**config.mk**
```make
export PLATFORM = sky130hd
export DESIGN_NAME = xml_entity_unescape_top
export DESIGN_NICKNAME = d
export VERILOG_FILES = /design/src/hw/rtl/xeu_pkg.sv /design/src/hw/rtl/xeu_decode.sv /design/src/hw/rtl/xeu_emit.sv /design/src/hw/rtl/xml_entity_unescape_top.sv
export SDC_FILE = /design/constraint.sdc
export NUM_CORES = 1
export LEC_CHECK = 0
export BUFFER_PORTS_ARGS = -buffer_cell sky130_fd_sc_hd__buf_4
export CAP_MARGIN = 0
export CORE_ASPECT_RATIO = 1.4
export CORE_UTILIZATION = 30
export DETAILED_ROUTE_END_ITERATION = 10
export GPL_ROUTABILITY_DRIVEN = 0
export PLACE_DENSITY = 0.5
export SLEW_MARGIN = 20
export SYNTH_ARGS = -nofsm -noshare
export SYNTH_HDL_FRONTEND = slang
export SYNTH_SLANG_ARGS = --single-unit
```
**constraint.sdc**
```tcl
create_clock -name i_clk -period 6.8 [get_ports i_clk]
set_input_delay 1.36 -clock i_clk [delete_from_list [all_inputs] [get_ports i_clk]]
set_output_delay 1.36 -clock i_clk [all_outputs]
set_load 0.01 [all_outputs]
```
**src/hw/rtl/xeu_pkg.sv**
```systemverilog
// shared constants, entity tables and types for the xml entity unescaper
package xeu_pkg;

    // window of held bytes and the largest burst of results per input beat
    localparam int C_WIN_DEPTH = 5;
    localparam int C_NUM_ENT   = 5;
    localparam int C_ENT_MAX   = 6;
    localparam int C_BURST_MAX = C_WIN_DEPTH + 1;
    localparam int C_CNT_W     = $clog2(C_BURST_MAX + 1);

    localparam logic [7:0] C_AMP = 8'h26;
    localparam logic [7:0] C_NUL = 8'h00;

    // entity spellings, zero padded
    localparam logic [7:0] C_ENT_TEXT [C_NUM_ENT][C_ENT_MAX] = '{
        '{8'h26, 8'h6c, 8'h74, 8'h3b, 8'h00, 8'h00},  // &lt;
        '{8'h26, 8'h67, 8'h74, 8'h3b, 8'h00, 8'h00},  // &gt;
        '{8'h26, 8'h61, 8'h6d, 8'h70, 8'h3b, 8'h00},  // &amp;
        '{8'h26, 8'h61, 8'h70, 8'h6f, 8'h73, 8'h3b},  // &apos;
        '{8'h26, 8'h71, 8'h75, 8'h6f, 8'h74, 8'h3b}   // &quot;
    };

    localparam logic [C_CNT_W-1:0] C_ENT_LEN [C_NUM_ENT] = '{
        C_CNT_W'(4), C_CNT_W'(4), C_CNT_W'(5), C_CNT_W'(6), C_CNT_W'(6)
    };

    localparam logic [7:0] C_ENT_CHAR [C_NUM_ENT] = '{
        8'h3c, 8'h3e, 8'h26, 8'h27, 8'h22
    };

    // results of one input beat: n bytes, last marks end of string
    typedef struct packed {
        logic [C_BURST_MAX-1:0][7:0] data;
        logic [C_CNT_W-1:0]          n;
        logic                        last;
    } t_burst;

endpackage

```
**src/hw/rtl/xeu_decode.sv**
```systemverilog
// entity window state and single-pass decode of one input byte
module xeu_decode
    import xeu_pkg::*;
(
    input  logic   i_clk,
    input  logic   i_rst_n,
    input  logic   i_accept,
    input  logic   [7:0] i_byte,
    input  logic   i_last,
    output t_burst o_burst,
    output logic   o_load
);

    logic [7:0]         r_win [C_WIN_DEPTH];
    logic [7:0]         n_win [C_WIN_DEPTH];
    logic [C_CNT_W-1:0] r_cnt, n_cnt;
    logic               r_term, n_term;

    logic [C_CNT_W-1:0] flush_k;
    logic               put_x;
    logic [7:0]         x_byte;
    logic               full_hit;
    logic [7:0]         full_char;
    logic               prefix;
    logic               ok;

    // compare the held window plus the new byte against every entity
    always_comb begin
        full_hit  = 1'b0;
        full_char = C_NUL;
        prefix    = 1'b0;
        ok        = 1'b0;
        for (int e = 0; e < C_NUM_ENT; e++) begin
            ok = (r_cnt < C_ENT_LEN[e]) && (r_cnt < C_CNT_W'(C_ENT_MAX));
            for (int i = 0; i < C_WIN_DEPTH; i++) begin
                if ((C_CNT_W'(i) < r_cnt) && (r_win[i] != C_ENT_TEXT[e][i])) begin
                    ok = 1'b0;
                end
            end
            for (int j = 0; j < C_ENT_MAX; j++) begin
                if ((C_CNT_W'(j) == r_cnt) && (C_ENT_TEXT[e][j] != i_byte)) begin
                    ok = 1'b0;
                end
            end
            if (ok) begin
                if (r_cnt + C_CNT_W'(1) == C_ENT_LEN[e]) begin
                    full_hit  = 1'b1;
                    full_char = C_ENT_CHAR[e];
                end else begin
                    prefix = 1'b1;
                end
            end
        end
    end

    // next state and the burst of results for this beat
    always_comb begin
        n_win   = r_win;
        n_cnt   = r_cnt;
        n_term  = r_term;
        flush_k = '0;
        put_x   = 1'b0;
        x_byte  = i_byte;
        if (r_term) begin
            n_term = !i_last;
            n_cnt  = '0;
        end else if (i_byte == C_NUL) begin
            flush_k = r_cnt;
            n_cnt   = '0;
            n_term  = !i_last;
        end else if ((r_cnt != '0) && full_hit) begin
            x_byte = full_char;
            put_x  = 1'b1;
            n_cnt  = '0;
        end else if ((r_cnt != '0) && prefix && (r_cnt < C_CNT_W'(C_WIN_DEPTH))) begin
            for (int i = 0; i < C_WIN_DEPTH; i++) begin
                if (C_CNT_W'(i) == r_cnt) begin
                    n_win[i] = i_byte;
                end
            end
            n_cnt = r_cnt + C_CNT_W'(1);
            // string ends inside a partial entity: all of it goes out literally
            if (i_last) begin
                flush_k = r_cnt;
                put_x   = 1'b1;
                n_cnt   = '0;
            end
        end else begin
            flush_k = r_cnt;
            if ((i_byte == C_AMP) && !i_last) begin
                n_win[0] = i_byte;
                n_cnt    = C_CNT_W'(1);
            end else begin
                put_x = 1'b1;
                n_cnt = '0;
            end
        end
    end

    // pack flushed window bytes followed by the optional single byte
    always_comb begin
        for (int i = 0; i < C_WIN_DEPTH; i++) begin
            o_burst.data[i] = (C_CNT_W'(i) < flush_k) ? r_win[i] : x_byte;
        end
        o_burst.data[C_BURST_MAX-1] = x_byte;
        o_burst.n    = flush_k + C_CNT_W'(put_x);
        o_burst.last = i_last;
        o_load       = i_accept && ((o_burst.n != '0) || i_last);
    end

    // control state
    always_ff @(posedge i_clk) begin
        if (!i_rst_n) begin
            r_cnt  <= '0;
            r_term <= 1'b0;
        end else if (i_accept) begin
            r_cnt  <= n_cnt;
            r_term <= n_term;
        end
    end

    // held window bytes
    always_ff @(posedge i_clk) begin
        if (i_accept) begin
            r_win <= n_win;
        end
    end

endmodule

```
**src/hw/rtl/xeu_emit.sv**
```systemverilog
// result register that sends a burst out one beat per cycle while the output is ready
module xeu_emit
    import xeu_pkg::*;
(
    input  logic       i_clk,
    input  logic       i_rst_n,
    input  logic       i_load,
    input  t_burst     i_burst,
    output logic       o_free,
    output logic       o_valid,
    input  logic       i_ready,
    output logic [7:0] o_byte,
    output logic       o_has,
    output logic       o_last
);

    t_burst             r_burst;
    logic               r_valid;
    logic [C_CNT_W-1:0] r_idx;
    logic [C_CNT_W-1:0] last_idx;
    logic               at_end;

    // position of the final beat; a bare end marker is one beat
    always_comb begin
        last_idx = (r_burst.n == '0) ? '0 : r_burst.n - C_CNT_W'(1);
        at_end   = (r_idx == last_idx);
        o_valid  = r_valid;
        o_has    = (r_burst.n != '0);
        o_byte   = o_has ? r_burst.data[r_idx] : C_NUL;
        o_last   = r_burst.last && at_end;
        o_free   = !r_valid || (i_ready && at_end);
    end

    // beat position and occupancy
    always_ff @(posedge i_clk) begin
        if (!i_rst_n) begin
            r_valid <= 1'b0;
            r_idx   <= '0;
        end else if (i_load) begin
            r_valid <= 1'b1;
            r_idx   <= '0;
        end else if (r_valid && i_ready) begin
            if (at_end) begin
                r_valid <= 1'b0;
            end else begin
                r_idx <= r_idx + C_CNT_W'(1);
            end
        end
    end

    // burst payload
    always_ff @(posedge i_clk) begin
        if (i_load) begin
            r_burst <= i_burst;
        end
    end

endmodule

```
**src/hw/rtl/xml_entity_unescape_top.sv**
```systemverilog
// Streaming decoder of the five predefined xml entities, one byte per beat.
// The first result of a byte is registered and shown in the cycle after it is accepted.
// Throughput: one byte per cycle while the output is ready and each byte gives at most
// one result; a byte with n results (up to six) stalls the input until all are sent.
// Reset: synchronous active low; clears window count, end-of-string state and output.
module xml_entity_unescape_top
    import xeu_pkg::*;
(
    input  logic       i_clk,
    input  logic       i_rst_n,
    input  logic       s_axis_tvalid,
    output logic       s_axis_tready,
    input  logic [7:0] s_axis_tdata,   // [7:0] in_byte
    input  logic       s_axis_tlast,
    output logic       m_axis_tvalid,
    input  logic       m_axis_tready,
    output logic [7:0] m_axis_tdata,   // [7:0] out_byte
    output logic       m_axis_tuser,   // [0] has_byte
    output logic       m_axis_tlast
);

    t_burst burst;
    logic   load;
    logic   accept;

    assign accept = s_axis_tvalid && s_axis_tready;

    // window state and decode
    xeu_decode u_decode (
        .i_clk    (i_clk),
        .i_rst_n  (i_rst_n),
        .i_accept (accept),
        .i_byte   (s_axis_tdata),
        .i_last   (s_axis_tlast),
        .o_burst  (burst),
        .o_load   (load)
    );

    // result register and serializer
    xeu_emit u_emit (
        .i_clk   (i_clk),
        .i_rst_n (i_rst_n),
        .i_load  (load),
        .i_burst (burst),
        .o_free  (s_axis_tready),
        .o_valid (m_axis_tvalid),
        .i_ready (m_axis_tready),
        .o_byte  (m_axis_tdata),
        .o_has   (m_axis_tuser),
        .o_last  (m_axis_tlast)
    );

`ifndef SYNTH
    // input stalls only behind a pending burst
    a_stall_needs_burst: assert property (@(posedge i_clk) disable iff (!i_rst_n)
        !s_axis_tready |-> m_axis_tvalid)
        else $error("input stalled with no pending result");

    // a bare end marker always closes the string
    a_bare_is_last: assert property (@(posedge i_clk) disable iff (!i_rst_n)
        (m_axis_tvalid && !m_axis_tuser) |-> m_axis_tlast)
        else $error("bare marker without last flag");

    // the last byte of a string always yields a result
    a_last_gives_result: assert property (@(posedge i_clk) disable iff (!i_rst_n)
        (accept && s_axis_tlast) |=> m_axis_tvalid)
        else $error("last input beat produced no result");

    // a bare marker never carries a byte value
    a_bare_zero: assert property (@(posedge i_clk) disable iff (!i_rst_n)
        (m_axis_tvalid && !m_axis_tuser) |-> (m_axis_tdata == C_NUL))
        else $error("bare marker with nonzero data");
`endif

endmodule
```
Word level (Yosys, flattened, before mapping)
Index checks and enable logic that the tools add are counted.
{"block": "totals", "reg_bits": 100}
{"block": "op_classes", "order_cmp": 14, "eq_ne": 38, "addsub": 4, "mux": 120, "n_reduce_logical": 68, "n_bitwise": 5}
{"cell": "8-bit 2-to-1 mux", "count": 22}
{"cell": "8-bit by 7-bit inequality test with 1-bit output (second input constant)", "count": 12}
{"cell": "1-bit 2-to-1 mux", "count": 85}
{"cell": "7-bit by 8-bit inequality test with 1-bit output (first input constant)", "count": 10}
{"cell": "1-bit logical AND", "count": 45}
{"cell": "3-bit 2-to-1 mux", "count": 11}
{"cell": "6-bit AND reduction", "count": 5}
{"cell": "8-bit binary-select mux with 3-bit select", "count": 1}
{"cell": "8-bit by 6-bit inequality test with 1-bit output (second input constant)", "count": 3}
{"cell": "6-bit by 8-bit inequality test with 1-bit output (first input constant)", "count": 2}
{"cell": "8-bit nonzero test", "count": 2}
{"cell": "1-bit by 3-bit less-than comparator with 1-bit output (first input constant)", "count": 4}
{"cell": "2-bit by 3-bit less-than comparator with 1-bit output (first input constant)", "count": 4}
{"cell": "3-bit equality test (second input constant)", "count": 3}
{"cell": "3-bit less-than comparator (second input constant)", "count": 3}
{"cell": "3-bit nonzero test", "count": 3}
{"cell": "8-bit by 6-bit equality test with 1-bit output (second input constant)", "count": 1}
{"cell": "8-bit logical NOT", "count": 1}
{"cell": "3-bit by 1-bit adder with 3-bit output (second input constant)", "count": 2}
{"cell": "2-bit by 3-bit equality test with 1-bit output (first input constant)", "count": 2}
{"cell": "3-bit equality test (first input constant)", "count": 2}
{"cell": "3-bit logical NOT", "count": 2}
{"cell": "3-bit less-than comparator (first input constant)", "count": 2}
{"cell": "6-bit 2-to-1 mux", "count": 1}
{"cell": "other kinds (12)", "count": 21}

Logic depth before layout (Yosys ltp)
Gate-level depths: netlist of the first run.
{"block": "depth", "ltp_word": 34, "depth_mapped": 18, "ltp_nobuf": 17}

Modules after synthesis
From an unflattened synthesis of the first run, not the netlist that was laid out.
{"block": "unflattened", "hier_cells": 412, "area_unflattened_um2": 5434.0}
{"module": "xeu_decode", "instances": 1, "area_each_um2": 3141.8, "cells_per_inst": 279, "seq_area_each_um2": 1281.2}
{"module": "xeu_emit", "instances": 1, "area_each_um2": 2285.9, "cells_per_inst": 132, "seq_area_each_um2": 1641.6}
{"module": "xml_entity_unescape_top", "instances": 1, "area_each_um2": 6.3, "cells_per_inst": 1, "seq_area_each_um2": 0.0}

Worst setup path before layout of the first run
No wires, ideal clock.
{"block": "synth_path", "path_kind": "input to register", "start": "in s_axis_tdata[1]", "end": "reg u_emit.r_burst[0] in the netlist's numbering (enable)", "stages": 13, "required_ns": 6.381, "arrival_time_ns": 5.235, "n_path_buf": 1, "slack_ns": 1.146, "path_cell_list": "buf_6 > nor4_2 > a21oi_1 > or3_1 > nor4_2 > a2bb2o_4 > o31ai_2 > a21o_1 > and3_1 > ha_1 > ha_1 > xnor2_2 > o41a_1"}
{"item": "from (decl)", "line_no": "xml_entity_unescape_top.sv:13", "rtl": "input logic [7:0] s_axis_tdata,"}
{"item": "to (signal assigned)", "line_no": "xeu_emit.sv:54", "rtl": "r_burst <= i_burst;"}
{"item": "to (decl)", "line_no": "xeu_emit.sv:17", "rtl": "t_burst r_burst;"}

==> metrics.md, run 1 <==
| Metric | Value |
|---|---|
| Status | `finished clean` |
| Power Density | `~210 nW/um^2` |
| CTS tree | `built` |
| Most frequent cells in the layout | `edfxtp_1, nor2_1, buf_4` |
| CTS Sinks | `100` |
| Seq cells post-synth | `100` |
| Worst path bufs/invs | `2` |
| Die height | `roughly 160 um` |
| Antenna cells | `0` |
| CP peak stage delay | `between 0.7 and 0.8 ns` |
| Synth Area in Adders | `around 2.2%` |
| Largest net degree at the start of global routing | `32` |
| Layout net count | `between 400 and 500` |
| Seq/Total Area, Yosys | `between 50% and 60%` |
| Hold_ws | `0.5816 ns` |
| Post-CTS sizing | `0` |
| Post-synthesis mux area share | `between 10% and 20%` |
| Ranking of synthesized cells by area | `edfxtp_1, mux2_2, mux4_2` |
| Fin. Hold Viols | `0` |
| Clock buffer depth | `2` |
| IO Port Bufs | `24` |
| # hold bufs at CTS | `0` |
| Avg Cell Area, Syn | `~13 sq um` |
| Ys flop type | `edfxtp_1` |
| Postcts setup bufs | `0` |
| Most common cell after layout, fill and taps aside | `edfxtp_1` |
| CTS H-Tree Depth | `3` |
| Root Driver | `clkbuf_16` |
| Post-route DRC | `0` |
| Synth Net Count | `roughly 460` |
| Critical Path RT | `between 6 and 7 ns` |
| Via density | `around 5.2` |
| Worst Setup Path Type | `input pin to flop` |
| Starting DRT DRC Count | `between 200 and 300` |
| Final wirelength | `approximately 14000 um` |
| GRT overflow | `0` |
| Simple-gate area share of the yosys netlist | `about 18%` |
| Crit-path max FO | `31` |
| Final worst path period share | `a little over 80%` |
| # fillers | `between 1500 and 2000` |
| Vias in the first global route | `roughly 3700` |
| Crit. End Element | `flop` |
| Worst Tran Pin Value | `roughly 1 ns` |
| Compound-Gate Fraction of Synth Area | `11.65%` |
| TritonCTS buffer count | `9` |
| Lkg Pwr | `approximately 2.3 nW` |
| Die Wd | `117.2 um` |
| Clock latency at the later pin of the worst-skew pair | `~0.35 ns` |
| CP top delay family | `compound AO/OA/AOI/OAI gates` |
| Max Cap Viol | `0` |
| Initial antenna violation count | `0` |
| Total of warnings raised by yosys | `0` |
| Synth unique cells | `78` |
| TNS Setup | `0 ns` |
| Leading area contributor after synthesis | `edfxtp_1` |
| Clock skew | `0.01260 ns` |
| Worst hold path class | `flop to flop` |
| # setup viols final | `0` |
| # IOs | `25` |
| Drt wl/cell | `about 20 um` |
| Cell breakdown of the critical path | `buf_4 > and4bb_2 > a21boi_0 > o41ai_1 > and3b_1 > and2_2 > o31ai_2 > a21o_1 > and3_1 > ha_1 > ha_1 > xnor2_2 > o41a_2 > buf_4` |
| Pre-CTS WS | `about 0.94 ns` |
| Detailed Place HPWL | `roughly 11000 um` |
| Vias | `about 3700` |
| RSZ-0062 raised after global routing | `no` |
| Area grow syn2layout | `14.01%` |
| Max transition margin | `between 30% and 40%` |
| Fmax | `between 0.15 and 0.2 GHz` |
| Ys async rst share | `0%` |
| Arr. time, crit path | `between 5 and 6 ns` |
| Tot GR Track Use | `between 15 and 20%` |
| First-pass GRT wire length | `22360 um` |
| Clock transition at path regs | `0.08 ns` |
| Max Slew Vio Count | `0` |
| Critical path's slowest cell | `o41ai_1` |
| Share of the synthesized area in the top cell type | `between 40% and 50%` |
| Core Box Area | `roughly 18000 sq um` |
| Post-synthesis cell area | `about 5600 sq um` |
| DRT antenna net count | `0` |
| Row count | `58` |
| Syn Inst Count | `around 430` |
| Min cycle time layout | `5.579 ns` |
| Starting Density | `between 30% and 40%` |
| Layout cells sized above 1 | `28.09%` |
| Post-synthesis xor/xnor area fraction | `1.078%` |
| Maximum vdd ir drop | `around 0.12 mV` |
| Largest family of logic cells by synthesized area | `simple AND/OR/NAND/NOR gates` |
| EDFF count, synth | `between 90 and 100` |
| Setup WS post-layout | `1.221 ns` |
| Worst setup SP type | `input pin` |
| Die ar. | `about 19000 sq um` |
| DRT Pass-1 Iters | `5` |
worst register-to-register path: cells and delay by family (launching register included):
| family | cells | cell delay (ns) |
|---|---|---|
| AOI/OAI and AO/OA | 5 | 1.94 |
| and+or+nand+nor | 3 | 0.81 |
| DFF | 1 | 0.75 |
| adders and majority gates | 3 | 0.73 |
| buffers and inverters | 2 | 0.69 |
| xor gates and xnor gates | 1 | 0.29 |
cell usage after synthesis, types with 3 or more instances:
library cell,instances
dfxtp_1,8
nor2_1,40
nor2b_1,3
nand3_1,10
and4b_1,6
nor3b_1,3
xor2_1,3
nor4_1,4
edfxtp_1,92
and4_1,5
o21ai_0,3
mux2_2,32
mux4_2,8
a21oi_1,20
and4bb_2,5
o21a_1,4
buf_6,4
and2_1,9
a31oi_1,12
mux2_4,8
nand2_1,22
nand4_1,3
a21o_1,5
nor3_1,7
nand2b_1,6
clkbuf_1,6
o22ai_1,5
ha_1,10
inv_1,16
a22oi_1,8
nor4_2,4
state kept, by name, indices dropped and copies added, names as in the netlist:
register / count
u_decode.r_cnt: 3
u_decode.r_term: 1
u_decode.r_win: 40
u_emit.o_valid: 1
u_emit.r_burst: 52
u_emit.r_idx: 3
path summary, 6_finish.rpt:
check,from,end,slack (ns),cells past startpoint
max reg2reg,u_decode.r_cnt[1],u_emit.r_burst[8],1.30,14
min,u_decode.r_win[22],u_emit.r_burst[26],0.58,1
min reg2reg,u_decode.r_win[22],u_emit.r_burst[26],0.58,1
max,s_axis_tdata[2],u_emit.r_burst[8],1.22,14
per-layer routing:
layer	vias to the layer above	global-route usage, %	routed length, um
li1	1759	-	-
met5	-	0	0
met4	0	7.135	472
met1	1790	19.69	5868
met3	25	2.597	549
met2	118	27.27	7211
power by group:
| group | total, mW | internal, mW | switching (mW) |
|---|---|---|---|
| Combinational | 0.0909 | 0.0410 | 0.0499 |
| Sequential | 0.700 | 0.695 | 0.00520 |
| Clock | 0.534 | 0.294 | 0.240 |
| Total | 1.32 | 1.03 | 0.295 |
cell type report:
| type | count | area, sq um | area share, % |
|---|---|---|---|
| flip-flops and latches | 100 | 2923 | 46.00 |
| well taps | 240 | 300.3 | 4.726 |
| inverters | 17 | 63.81 | 1.004 |
| clock inverters | 7 | 91.34 | 1.438 |
| multi-input cells | 303 | 2495 | 39.27 |
| clock buffers | 9 | 225.2 | 3.545 |
| repair buffers | 34 | 255.2 | 4.017 |
logic make-up (layout without fill, tap and decap cells):
family                   Yosys count  after routing
AO/OA/AOI/OAI                     83             83
XOR/XNOR                           6              6
adder cells (fa/ha/maj)           10             10
buffers and inverters             31             67
flip-flops                       100            100
multiplexers                      48             48
AND/OR/NAND/NOR                  156            156
metrics by stage:
| step | instance area [sq um] | power, mW | util [%] | instances |
|---|---|---|---|---|
| final | 6354 | 1.325 | 35.16 | 710 |
| after detailed placement | 6037 | 0.8056 | 33.41 | 694 |
| after CTS | 6354 | 1.336 | 35.16 | 710 |
| after global placement | 6037 | 0.8036 | 33.41 | 694 |
| after global routing | 6354 | 1.370 | 35.16 | 710 |
| after floorplan | 5573 | 0.7695 | - | 434 |
Power figures use the tool's default switching activity.
==> inputs of run 2 (changes only) <==
PLACE_DENSITY = 0.51   (was 0.5)
clock period = 4.76 ns   (was 6.8 ns; I/O delays follow)
==> metrics.md, run 2 (synthesis gave the netlist of run 1 again) <==
| Metric | Value |
|---|---|
| # setup viols final | `0 (unchanged)` |
| Crit-path max FO | `52 (+68%)` |
| Clock latency at the later pin of the worst-skew pair | `0.35 ns (about the same)` |
| Status | `finished clean` |
| TNS Setup | `0 ns (unchanged)` |
| Die height | `163.3 um (unchanged)` |
| Post-route DRC | `0 (unchanged)` |
| Post-CTS sizing | `0 (unchanged)` |
| Clock skew | `0.008467 ns (-0.004136 ns)` |
| Largest net degree at the start of global routing | `53 (+66%)` |
| Hold_ws | `0.5899 ns (+0.008310 ns)` |
| Postcts setup bufs | `0 (unchanged)` |
| Cell Area, Placed | `6117 sq um (+1.3%)` |
| Initial antenna violation count | `0 (unchanged)` |
| Layout cells sized above 1 | `29.23% (+1.1 points)` |
| Core Box Area | `18070 sq um (unchanged)` |
| Max Slew Vio Count | `0 (unchanged)` |
| CTS tree | `built` |
| Drt wl/cell | `19.56 um (-1.5%)` |
| Area grow syn2layout | `14.86%` |
| Worst Setup Path Type | `input pin to flop` |
| Tot GR Track Use | `15.56% (-0.47 points)` |
| CP peak stage delay | `0.67 ns (-0.05 ns)` |
| Crit. End Element | `flop` |
| Min cycle time layout | `between 4 and 5 ns` |
| Area of the multi-input gates | `2495 sq um (unchanged)` |
| Starting Density | `30.84% (unchanged)` |
| Final wirelength | `14070 um (-0.26%)` |
| Layout net count | `497 (+1.8%)` |
| CTS Sinks | `100 (unchanged)` |
| Via density | `5.217 (+0.33%)` |
| Row count | `58 (unchanged)` |
| DRT antenna net count | `0 (unchanged)` |
| RSZ-0062 raised after global routing | `no` |
| Antenna cells | `0 (unchanged)` |
| Fin. Hold Viols | `0 (unchanged)` |
| Die ar. | `19130 sq um (unchanged)` |
| GRT overflow | `0 (unchanged)` |
| Die Wd | `117.2 um (unchanged)` |
| Pre-CTS WS | `-0.02199 ns (-0.9598 ns)` |
| Arr. time, crit path | `4.56 ns (-1.06 ns)` |
| Total Power | `1.832 mW (+38%)` |
| Clock buffer depth | `2 (unchanged)` |
| Most frequent cells in the layout | `edfxtp_1, buf_4, nor2_1` |
| Most used cell, CP | `ha_1` |
| IO Port Bufs | `24 (unchanged)` |
| Sequential Area | `2923 sq um (unchanged)` |
| Maximum vdd ir drop | `0.1588 mV (+32%)` |
| Regs by FF count | `u_emit.r_burst x52, u_decode.r_win x40` |
| # hold bufs at CTS | `0 (unchanged)` |
| Cell breakdown of the critical path | `buf_4 > and4bb_2 > a21boi_0 > o41ai_1 > and3b_1 > and2_2 > o31ai_2 > a21o_1 > and3_1 > ha_1 > ha_1 > xnor2_2 > o41a_2 > buf_12` |
| Starting DRT DRC Count | `246 (-15%)` |
| Power Density | `286.3 nW/um^2 (+37%)` |
| Worst Tran Pin Value | `0.7341 ns (-0.2687 ns)` |
| Critical path's slowest cell | `o41ai_1` |
| Lkg Pwr | `2.305 nW (+1.3%)` |
| # IOs | `25 (unchanged)` |
| Clock transition at path regs | `0.07 ns (about the same)` |
| CTS H-Tree Depth | `3 (unchanged)` |
| Final worst path period share | `94.12%` |
| Worst setup SP type | `input pin` |
| First-pass GRT wire length | `21710 um (-2.9%)` |
| Max transition margin | `50.42% (+18 points)` |
| DRT Pass-1 Iters | `6 (+1)` |
| Most flops, register | `u_emit.r_burst` |
| Detailed Place HPWL | `10930 um (+1.1%)` |
| Critical Path RT | `4.84 ns (-2.00 ns)` |
| Fmax | `about 0.22 GHz` |
| # fillers | `1761 (-0.23%)` |
| Max FFs per register | `52 (unchanged)` |
| Setup WS post-layout | `0.2801 ns (-0.9411 ns)` |
| Vias | `3751 (+1.6%)` |
| TritonCTS buffer count | `9 (unchanged)` |
| Final Cell Area | `6401 sq um (+0.75%)` |
| Vias in the first global route | `3754 (+1.8%)` |
| Worst hold path class | `flop to flop` |
| Max Cap Viol | `0 (unchanged)` |
| Root Driver | `clkbuf_16` |
| Most common cell after layout, fill and taps aside | `edfxtp_1` |
==> run 2: changes by cell type in the layout (fill, tap and decap cells not counted) <==
cell,before,now
buf_4,34,42
buf_12,0,1
bufinv_16,1,0
clkbuf_1,0,1
clkinv_8,1,0
clkinvlp_4,1,2
inv_6,2,1
inv_8,1,2
==> run 2: power by group <==
part           leakage (nW)  switching (mW)  total, mW  internal, mW
Sequential            0.920         0.00725      0.999         0.992
Combinational          1.25          0.0705      0.130        0.0595
Clock                 0.133           0.338      0.703         0.365
==> run 2: area by class of cell <==
type,count,area share [%]
clock buffers,10,3.577
clock inverters,6,0.8600
inverters,17,0.9969
multi-input cells,303,38.98
flip-flops and latches,100,45.66
well taps,240,4.691
repair buffers,43,5.238
==> run 2: per-stage QoR <==
step           util, %  std cells
4_1_cts          35.42        719
2_1_floorplan        -        434
5_1_grt          35.42        719
6_report         35.42        719
3_5_place_dp     33.85        703
3_3_place_gp     33.85        703
==> run 2: path summary, 6_finish.rpt <==
| path | from | endpoint | slack (ns) | cells past startpoint |
|---|---|---|---|---|
| setup / recovery | s_axis_tdata[6] | u_emit.r_burst[5] | 0.28 | 14 |
| hold / removal | u_decode.r_win[23] | u_emit.r_burst[27] | 0.59 | 1 |
| setup reg to reg | u_decode.r_cnt[1] | u_emit.r_burst[5] | 0.29 | 14 |
| hold reg to reg | u_decode.r_win[23] | u_emit.r_burst[27] | 0.59 | 1 |
==> run 2: per-layer routing <==
| metal | GRT usage, % | part of all wire [%] | vias to the layer above |
|---|---|---|---|
| met5 | 0 | 0 | - |
| met4 | 8.573 | 4.1 | 0 |
| li1 | - | - | 1767 |
| met3 | 2.338 | 4.0 | 38 |
| met2 | 26.71 | 52 | 114 |
| met1 | 18.35 | 40 | 1832 |
==> run 2: critical path, delay by kind of cell <==
kind | cells | cell delay, ns
adder cells (fa/ha/maj) | 2 | 0.39
AO/OA/AOI/OAI | 5 | 1.54
AND/OR/NAND/NOR | 4 | 1.07
buffers and inverters | 2 | 0.36
XOR/XNOR | 1 | 0.19
